$ cat src/hdl/ple_pkg.sv
`timescale 1ns / 1ps

package ple_pkg;

  localparam int CAPACITY = 16;
  localparam int DATA_W   = 32;
  localparam int POS_W    = 5;
  localparam int LEN_W    = 5;
  localparam int IDX_W    = (CAPACITY > 1) ? $clog2(CAPACITY) : 1;
  localparam int CNT_W    = $clog2(CAPACITY + 1);
  localparam int CMP_W    = (CNT_W > POS_W) ? CNT_W : POS_W;

  typedef enum logic [2:0] {
    CMD_INS_FRONT = 3'd0,
    CMD_INS_REAR  = 3'd1,
    CMD_INS_AT    = 3'd2,
    CMD_DEL_FRONT = 3'd3,
    CMD_DEL_REAR  = 3'd4,
    CMD_DEL_AT    = 3'd5,
    CMD_DUMP      = 3'd6
  } cmd_e;

  typedef enum logic [1:0] {
    ST_OK    = 2'd0,
    ST_OOB   = 2'd1,
    ST_EMPTY = 2'd2,
    ST_FULL  = 2'd3
  } status_e;

  typedef enum logic {
    S_IDLE = 1'b0,
    S_DUMP = 1'b1
  } fsm_e;

  typedef struct packed {
    cmd_e                     command;
    logic signed [DATA_W-1:0] value;
    logic [POS_W-1:0]         position;
  } in_beat_t;

  typedef struct packed {
    status_e                  status;
    logic [LEN_W-1:0]         length;
    logic signed [DATA_W-1:0] element;
    logic                     element_valid;
    logic                     last;
  } out_beat_t;

  // Broadcast to every cell of the chain.
  typedef struct packed {
    logic              ins;
    logic              del;
    logic              rot;
    logic [CMP_W-1:0]  pos;
    logic [CMP_W-1:0]  cnt;
    logic [DATA_W-1:0] value;
  } chain_ctl_t;

endpackage

$ cat src/hdl/positional_list_engine.sv
`timescale 1ns / 1ps
// Edits: an accepted beat's result is in the output register in the next cycle.
// Dump: one result beat per entry, one per cycle while the output side takes
// beats, as the chain rotates by one cell for each beat; the next command is
// taken at the earliest at the edge where the last dump beat leaves.
// Throughput: one edit per cycle while the output side takes beats.
// Reset (async, active low) clears the length and control; cell data is not cleared.

module positional_list_engine import ple_pkg::*; (
  input  logic      clk_i,
  input  logic      rst_ni,
  input  logic      in_valid_i,
  output logic      in_ready_o,
  input  in_beat_t  in_data_i,
  output logic      out_valid_o,
  input  logic      out_ready_i,
  output out_beat_t out_data_o
);

  chain_ctl_t        ctl;
  logic [DATA_W-1:0] cell_data [CAPACITY];

  ple_ctrl u_ctrl (
    .clk_i       (clk_i),
    .rst_ni      (rst_ni),
    .in_valid_i  (in_valid_i),
    .in_ready_o  (in_ready_o),
    .in_data_i   (in_data_i),
    .out_valid_o (out_valid_o),
    .out_ready_i (out_ready_i),
    .out_data_o  (out_data_o),
    .head_i      (cell_data[0]),
    .ctl_o       (ctl)
  );

  for (genvar g = 0; g < CAPACITY; g++) begin : g_cell
    logic [DATA_W-1:0] left, right;
    // end cells are tied to their own data on the side with no neighbor
    if (g == 0) begin : g_first
      assign left = cell_data[g];
    end else begin : g_mid_l
      assign left = cell_data[g-1];
    end
    if (g == CAPACITY - 1) begin : g_last
      assign right = cell_data[g];
    end else begin : g_mid_r
      assign right = cell_data[g+1];
    end

    ple_cell u_cell (
      .clk_i   (clk_i),
      .idx_i   (IDX_W'(g)),
      .ctl_i   (ctl),
      .left_i  (left),
      .right_i (right),
      .head_i  (cell_data[0]),
      .data_o  (cell_data[g])
    );
  end

endmodule

$ cat src/hdl/ple_cell.sv
`timescale 1ns / 1ps

module ple_cell import ple_pkg::*; (
  input  logic              clk_i,
  input  logic [IDX_W-1:0]  idx_i,
  input  chain_ctl_t        ctl_i,
  input  logic [DATA_W-1:0] left_i,
  input  logic [DATA_W-1:0] right_i,
  input  logic [DATA_W-1:0] head_i,
  output logic [DATA_W-1:0] data_o
);

  logic [DATA_W-1:0] data_q, data_d;
  logic [CMP_W-1:0]  idx_ext;
  logic [CMP_W-1:0]  idx_nxt;

  assign idx_ext = CMP_W'(idx_i);
  assign idx_nxt = idx_ext + 1'b1;

  always_comb begin
    data_d = data_q;
    if (ctl_i.ins) begin
      if (idx_ext > ctl_i.pos) begin
        data_d = left_i;
      end else if (idx_ext == ctl_i.pos) begin
        data_d = ctl_i.value;
      end
    end else if (ctl_i.del) begin
      if (idx_ext >= ctl_i.pos) begin
        data_d = right_i;
      end
    end else if (ctl_i.rot) begin
      // rotate the occupied part by one: the tail cell takes the head
      if (idx_nxt == ctl_i.cnt) begin
        data_d = head_i;
      end else if (idx_nxt < ctl_i.cnt) begin
        data_d = right_i;
      end
    end
  end

  always_ff @(posedge clk_i) begin
    data_q <= data_d;
  end

  assign data_o = data_q;

endmodule

$ cat src/hdl/ple_ctrl.sv
`timescale 1ns / 1ps

module ple_ctrl import ple_pkg::*; (
  input  logic              clk_i,
  input  logic              rst_ni,
  input  logic              in_valid_i,
  output logic              in_ready_o,
  input  in_beat_t          in_data_i,
  output logic              out_valid_o,
  input  logic              out_ready_i,
  output out_beat_t         out_data_o,
  input  logic [DATA_W-1:0] head_i,
  output chain_ctl_t        ctl_o
);

  fsm_e             state_q, state_d;
  logic [CNT_W-1:0] count_q, count_d;
  logic [CNT_W-1:0] rem_q, rem_d;
  out_beat_t        out_q, out_d;
  logic             out_valid_q, out_valid_d;

  logic             free;
  logic             acc;
  logic             is_ins, is_del, is_dump;
  logic [CMP_W-1:0] pos;
  logic [CMP_W-1:0] cnt_ext;
  status_e          status;
  logic             edit_ok;

  assign cnt_ext    = CMP_W'(count_q);
  assign free       = !out_valid_q || out_ready_i;
  assign in_ready_o = (state_q == S_IDLE) && free;
  assign acc        = in_valid_i && in_ready_o;

  always_comb begin
    state_d = state_q;
    case (state_q)
      S_IDLE: begin
        if (acc && is_dump && (count_q > CNT_W'(1))) begin
          state_d = S_DUMP;
        end
      end
      S_DUMP: begin
        if (free && (rem_q == CNT_W'(1))) begin
          state_d = S_IDLE;
        end
      end
      default: state_d = S_IDLE;
    endcase
  end

  always_comb begin
    is_ins     = 1'b0;
    is_del     = 1'b0;
    is_dump    = 1'b0;
    pos        = '0;
    case (in_data_i.command)
      CMD_INS_FRONT: is_ins = 1'b1;
      CMD_INS_REAR: begin
        is_ins = 1'b1;
        pos    = cnt_ext;
      end
      CMD_INS_AT: begin
        is_ins = 1'b1;
        pos    = CMP_W'(in_data_i.position);
      end
      CMD_DEL_FRONT: is_del = 1'b1;
      CMD_DEL_REAR: begin
        is_del = 1'b1;
        pos    = cnt_ext - 1'b1;
      end
      CMD_DEL_AT: begin
        is_del = 1'b1;
        pos    = CMP_W'(in_data_i.position);
      end
      CMD_DUMP: is_dump = 1'b1;
      default: ;
    endcase

    status = ST_OK;
    if (is_ins) begin
      if (count_q == CNT_W'(CAPACITY)) status = ST_FULL;
      else if (pos > cnt_ext)          status = ST_OOB;
    end else if (is_del) begin
      if (count_q == '0)        status = ST_EMPTY;
      else if (pos >= cnt_ext)  status = ST_OOB;
    end else if (is_dump && (count_q == '0)) begin
      status = ST_EMPTY;
    end
    edit_ok = (status == ST_OK);

    ctl_o.ins   = acc && is_ins && edit_ok;
    ctl_o.del   = acc && is_del && edit_ok;
    ctl_o.rot   = 1'b0;
    ctl_o.pos   = pos;
    ctl_o.cnt   = cnt_ext;
    ctl_o.value = in_data_i.value;

    count_d     = count_q;
    rem_d       = rem_q;
    out_d       = out_q;
    out_valid_d = out_valid_q && !out_ready_i;

    if (state_q == S_DUMP) begin
      if (free) begin
        ctl_o.rot           = 1'b1;
        out_valid_d         = 1'b1;
        out_d.status        = ST_OK;
        out_d.length        = LEN_W'(count_q);
        out_d.element       = head_i;
        out_d.element_valid = 1'b1;
        out_d.last          = (rem_q == CNT_W'(1));
        rem_d               = rem_q - 1'b1;
      end
    end else if (acc) begin
      out_valid_d = 1'b1;
      if (is_dump && (count_q != '0)) begin
        // emit the head beat now, the rest one per cycle while the output side takes beats
        ctl_o.rot           = 1'b1;
        out_d.status        = ST_OK;
        out_d.length        = LEN_W'(count_q);
        out_d.element       = head_i;
        out_d.element_valid = 1'b1;
        out_d.last          = (count_q == CNT_W'(1));
        rem_d               = count_q - 1'b1;
      end else begin
        if (ctl_o.ins) count_d = count_q + 1'b1;
        if (ctl_o.del) count_d = count_q - 1'b1;
        out_d.status        = status;
        out_d.length        = LEN_W'(count_d);
        out_d.element       = '0;
        out_d.element_valid = 1'b0;
        out_d.last          = 1'b1;
      end
    end
  end

  always_ff @(posedge clk_i or negedge rst_ni) begin
    if (!rst_ni) begin
      state_q     <= S_IDLE;
      count_q     <= '0;
      rem_q       <= '0;
      out_valid_q <= 1'b0;
    end else begin
      state_q     <= state_d;
      count_q     <= count_d;
      rem_q       <= rem_d;
      out_valid_q <= out_valid_d;
    end
  end

  always_ff @(posedge clk_i) begin
    out_q <= out_d;
  end

  assign out_valid_o = out_valid_q;
  assign out_data_o  = out_q;

endmodule

$ cat config.mk
export PLATFORM = sky130hd
export DESIGN_NAME = positional_list_engine
export DESIGN_NICKNAME = d
export VERILOG_FILES = /design/src/hdl/ple_pkg.sv /design/src/hdl/positional_list_engine.sv /design/src/hdl/ple_cell.sv /design/src/hdl/ple_ctrl.sv
export SDC_FILE = /design/constraint.sdc
export NUM_CORES = 2
export LEC_CHECK = 0
export BUFFER_PORTS_ARGS = -buffer_cell sky130_fd_sc_hd__buf_2
export CAP_MARGIN = 20
export CORE_MARGIN = 2
export CORE_UTILIZATION = 55
export CTS_CLUSTER_DIAMETER = 150
export DETAILED_ROUTE_END_ITERATION = 8
export PLACE_DENSITY = 0.82
export SYNTH_ARGS = -nofsm -noshare
export SYNTH_HDL_FRONTEND = slang
export SYNTH_SLANG_ARGS = --single-unit
$ cat constraint.sdc
create_clock -name clk_i -period 7 [get_ports clk_i]
set_clock_uncertainty 0.15 [all_clocks]
set_input_delay 0 -clock clk_i [delete_from_list [all_inputs] [get_ports clk_i]]
set_output_delay 0 -clock clk_i [all_outputs]
set_load 0.03 [all_outputs]
==> impl_results.md <==
* Total track usage at a little over a third
* CTS root buf: clkbuf_16
* Mapped Nets at about 3000
* Warnings from Yosys at 0
* # rows at 89
* Routed WL at between 100000 and 150000 um
* Final hold vios at 0
* Mapped cell area at ~33000 um^2
* Vias in the first global route at about 27000
* Mapped Cells at around 3000
* Fmax at around 170 MHz
* Peak VDD IR at 0.000354 V
* Layout cells sized above 1 at roughly an eighth
* Total CTS buffers at 59
* Max-cap violation count at 0
* First-pass GRT wire length at between 150000 and 200000 um
* Total clock sinks at 565
* Worst Path Required at around 7.3 ns
* DRC at 0
* CTS tree: built
* Leakage at 0.0141 uW
* Sequential area share after synthesis at 51.5%
* GPL Wtd Cong at about 0.9
* DPL Wire Length at approximately 59000 um
* WP buf/inv at 5
* Core ar. at 59000 um^2
* Avg WL per Cell at around 30 um
* Vias per cell at between 7 and 8
* Worst-margin pin slew at approximately 1.2 ns
* Pin count of the biggest net entering global routing at slightly below 200
* Most common cell after layout, fill and taps aside: edfxtp_1
* Max incr delay on CP at roughly 0.76 ns
* PostCTS Resize Cnt at 0
* Min Tclk post-route at 5.93 ns
* Ys flop type: edfxtp_1
* Clk_lat worst skew at 0.66 ns
* Ys async rst share at roughly 2.1%
* Placed cell count at 3538
* Antenna Nets Post-Route at 0
* Die Wd at between 200 and 250 um
* Layout area overhead at 9.95%
* Avg Synthesized Cell Area at between 10 and 15 um^2
* Setup Buffers After CTS at 0
* Post-synth cell types at a little over 80
* Critical path type: reg -> reg
* Tcrit/Tclk final at between 80% and 90%
* Final Max Tran Viols at 0
* Die height at between 200 and 250 um
* CTS HTree Levels at 2
* Rel. slew slack at between 15 and 20%
* Post-synth EDFFs at roughly 550
* CP Capture Type: flip-flop
* DRT Pass-1 Iters at 7
* Die area at around 62000 um^2
* Clock buffer depth at 3
* Crit-path cells: inv_1, ha_1, nor3b_2, a22o_1, a21oi_1, o21a_1, inv_2, ha_1, nand4_1, nor2_1, o32ai_1, buf_4, nand3_4, buf_12, buf_4, nand2_1, o221ai_1
* Via count at around 28000
* Non-Filler Instances at 3693
* FF+latch count, synth at around 570
* Layout Utilization at 61.1%
* Power Density at 472 nW/um^2
* Initial core utilization at a little under three fifths
* Final setup vio count at 0
* Outcome: finished clean
* Worst EP arrival at about 6.2 ns
* Initial antenna violation count at 2
* Most frequent cells in the layout: edfxtp_1 (553), mux2i_1 (451), nand2_1 (334), a22oi_1 (227), a21oi_1 (214)
* Tightest Hold Check Type: in -> reg
* Post-CTS Hold Buffers at 39
* Total global routing overflow at 0
* Max FO, Critical Path at between 150 and 200
* Ports at just under 90
* Crit path max-delay family: buffers and inverters
* # port buffers at 86
* RSZ-0062 raised after global routing: no
* Worst-path clk slew at approximately 0.070 ns
* Initial DRC Count at about 4900
* Nets at approximately 3000
* Slowest-stage cell, CP: buf_4
* Setup TNS at 0 ns
* Crit start category: flip-flop
## where the power goes
part | switching (uW) | internal [uW] | total [uW]
registers | 948 | 5770 | 6720
clock network | 1420 | 1920 | 3340
logic | 4640 | 2320 | 6950
total | 7010 | 10000 | 17000
## Yosys cell counts, types with 34 or more instances
library cell,instances,area (um^2)
o221ai_1,160,1400
nand2_1,334,1250
nor2_1,47,176
and2_1,35,219
mux2i_1,451,4510
a22oi_1,227,1700
buf_1,34,128
edfxtp_1,553,16600
buf_2,128,641
clkbuf_1,133,499
nor3_1,69,345
inv_1,49,184
nand3_1,172,861
a21oi_1,216,1080
o21ai_1,43,215
## routing by layer
metal	global-route usage, %	part of all wire (%)	up-vias
li1	-	-	11282
met1	45.4	34	13121
met2	53.9	43	2478
met3	9.86	15	622
met4	22.2	7.4	2
met5	0	0.012	-
## final timing paths
check | from | to | slack (ns) | cells after the start
max | u_ctrl.cnt_ext[0]$_DFFE_PN0P_ | g_cell[4].u_cell.data_o[0]$_DFFE_PP_ | 1.07 | 17
min reg2reg | u_ctrl.rem_q[1]$_DFFE_PN0P_ | u_ctrl.rem_q[1]$_DFFE_PN0P_ | 0.37 | 2
min | in_data_i[38] | u_ctrl.out_data_o[40]$_SDFFCE_PP0P_ | 0.07 | 4
max in group asynchronous | rst_ni | u_ctrl.rem_q[2]$_DFFE_PN0P_ | 6.02 | 3
min in group asynchronous | rst_ni | u_ctrl.cnt_ext[1]$_DFFE_PN0P_ | 0.30 | 3
max reg2reg | u_ctrl.cnt_ext[0]$_DFFE_PN0P_ | g_cell[4].u_cell.data_o[0]$_DFFE_PP_ | 1.07 | 17
## layout make-up
| type | instances | area, um^2 |
|---|---|---|
| inverters | 57 | 214 |
| flip-flops and latches | 565 | 16900 |
| diodes | 2 | 5.00 |
| well taps | 773 | 967 |
| clock inverters | 39 | 459 |
| repair buffers | 199 | 1590 |
| clock buffers | 72 | 1560 |
| fillers | 4468 | 22900 |
| multi-input cells | 1986 | 14400 |
## through the flow
step	hold WS, ns	cell area, um^2	total power, uW	worst slack, ns
6_report	0.0682	36100	17000	1.07
5_1_grt	0.0781	36100	17600	0.819
4_1_cts	0.0466	36000	16700	1.12
3_5_place_dp	-0.249	33600	13300	1.13
3_3_place_gp	-0.245	33600	13000	1.36
2_1_floorplan	-0.446	32800	10900	0.411
## tightest hold or removal path, cell delays in order
cell and delay (ns):
buf_2 0.17, a21bo_2 0.23, nand3_1 0.12, and4b_1 0.22
## cell families (layout without fill, tap and decap cells)
kind of cell | after synthesis | after routing | share of synthesized area (%)
xor+xnor | 11 | 11 | 0.294
compound gates | 797 | 797 | 17.9
other cells | 0 | 2 | 0
buf+inv | 397 | 367 | 5.86
mux | 451 | 451 | 13.8
fa+ha+maj | 12 | 12 | 0.458
simple gates | 715 | 715 | 10.2
flops | 565 | 565 | 51.5
## flip-flops by register name, indices dropped and copies added (netlist names)
register / count
u_ctrl.state_q: 1
u_ctrl.cnt_ext: 5
u_ctrl.rem_q: 5
u_ctrl.out_data_o: 41
g_cell.u_cell.data_o: 512
u_ctrl.out_valid_o: 1
Power figures use the tool's default switching activity.
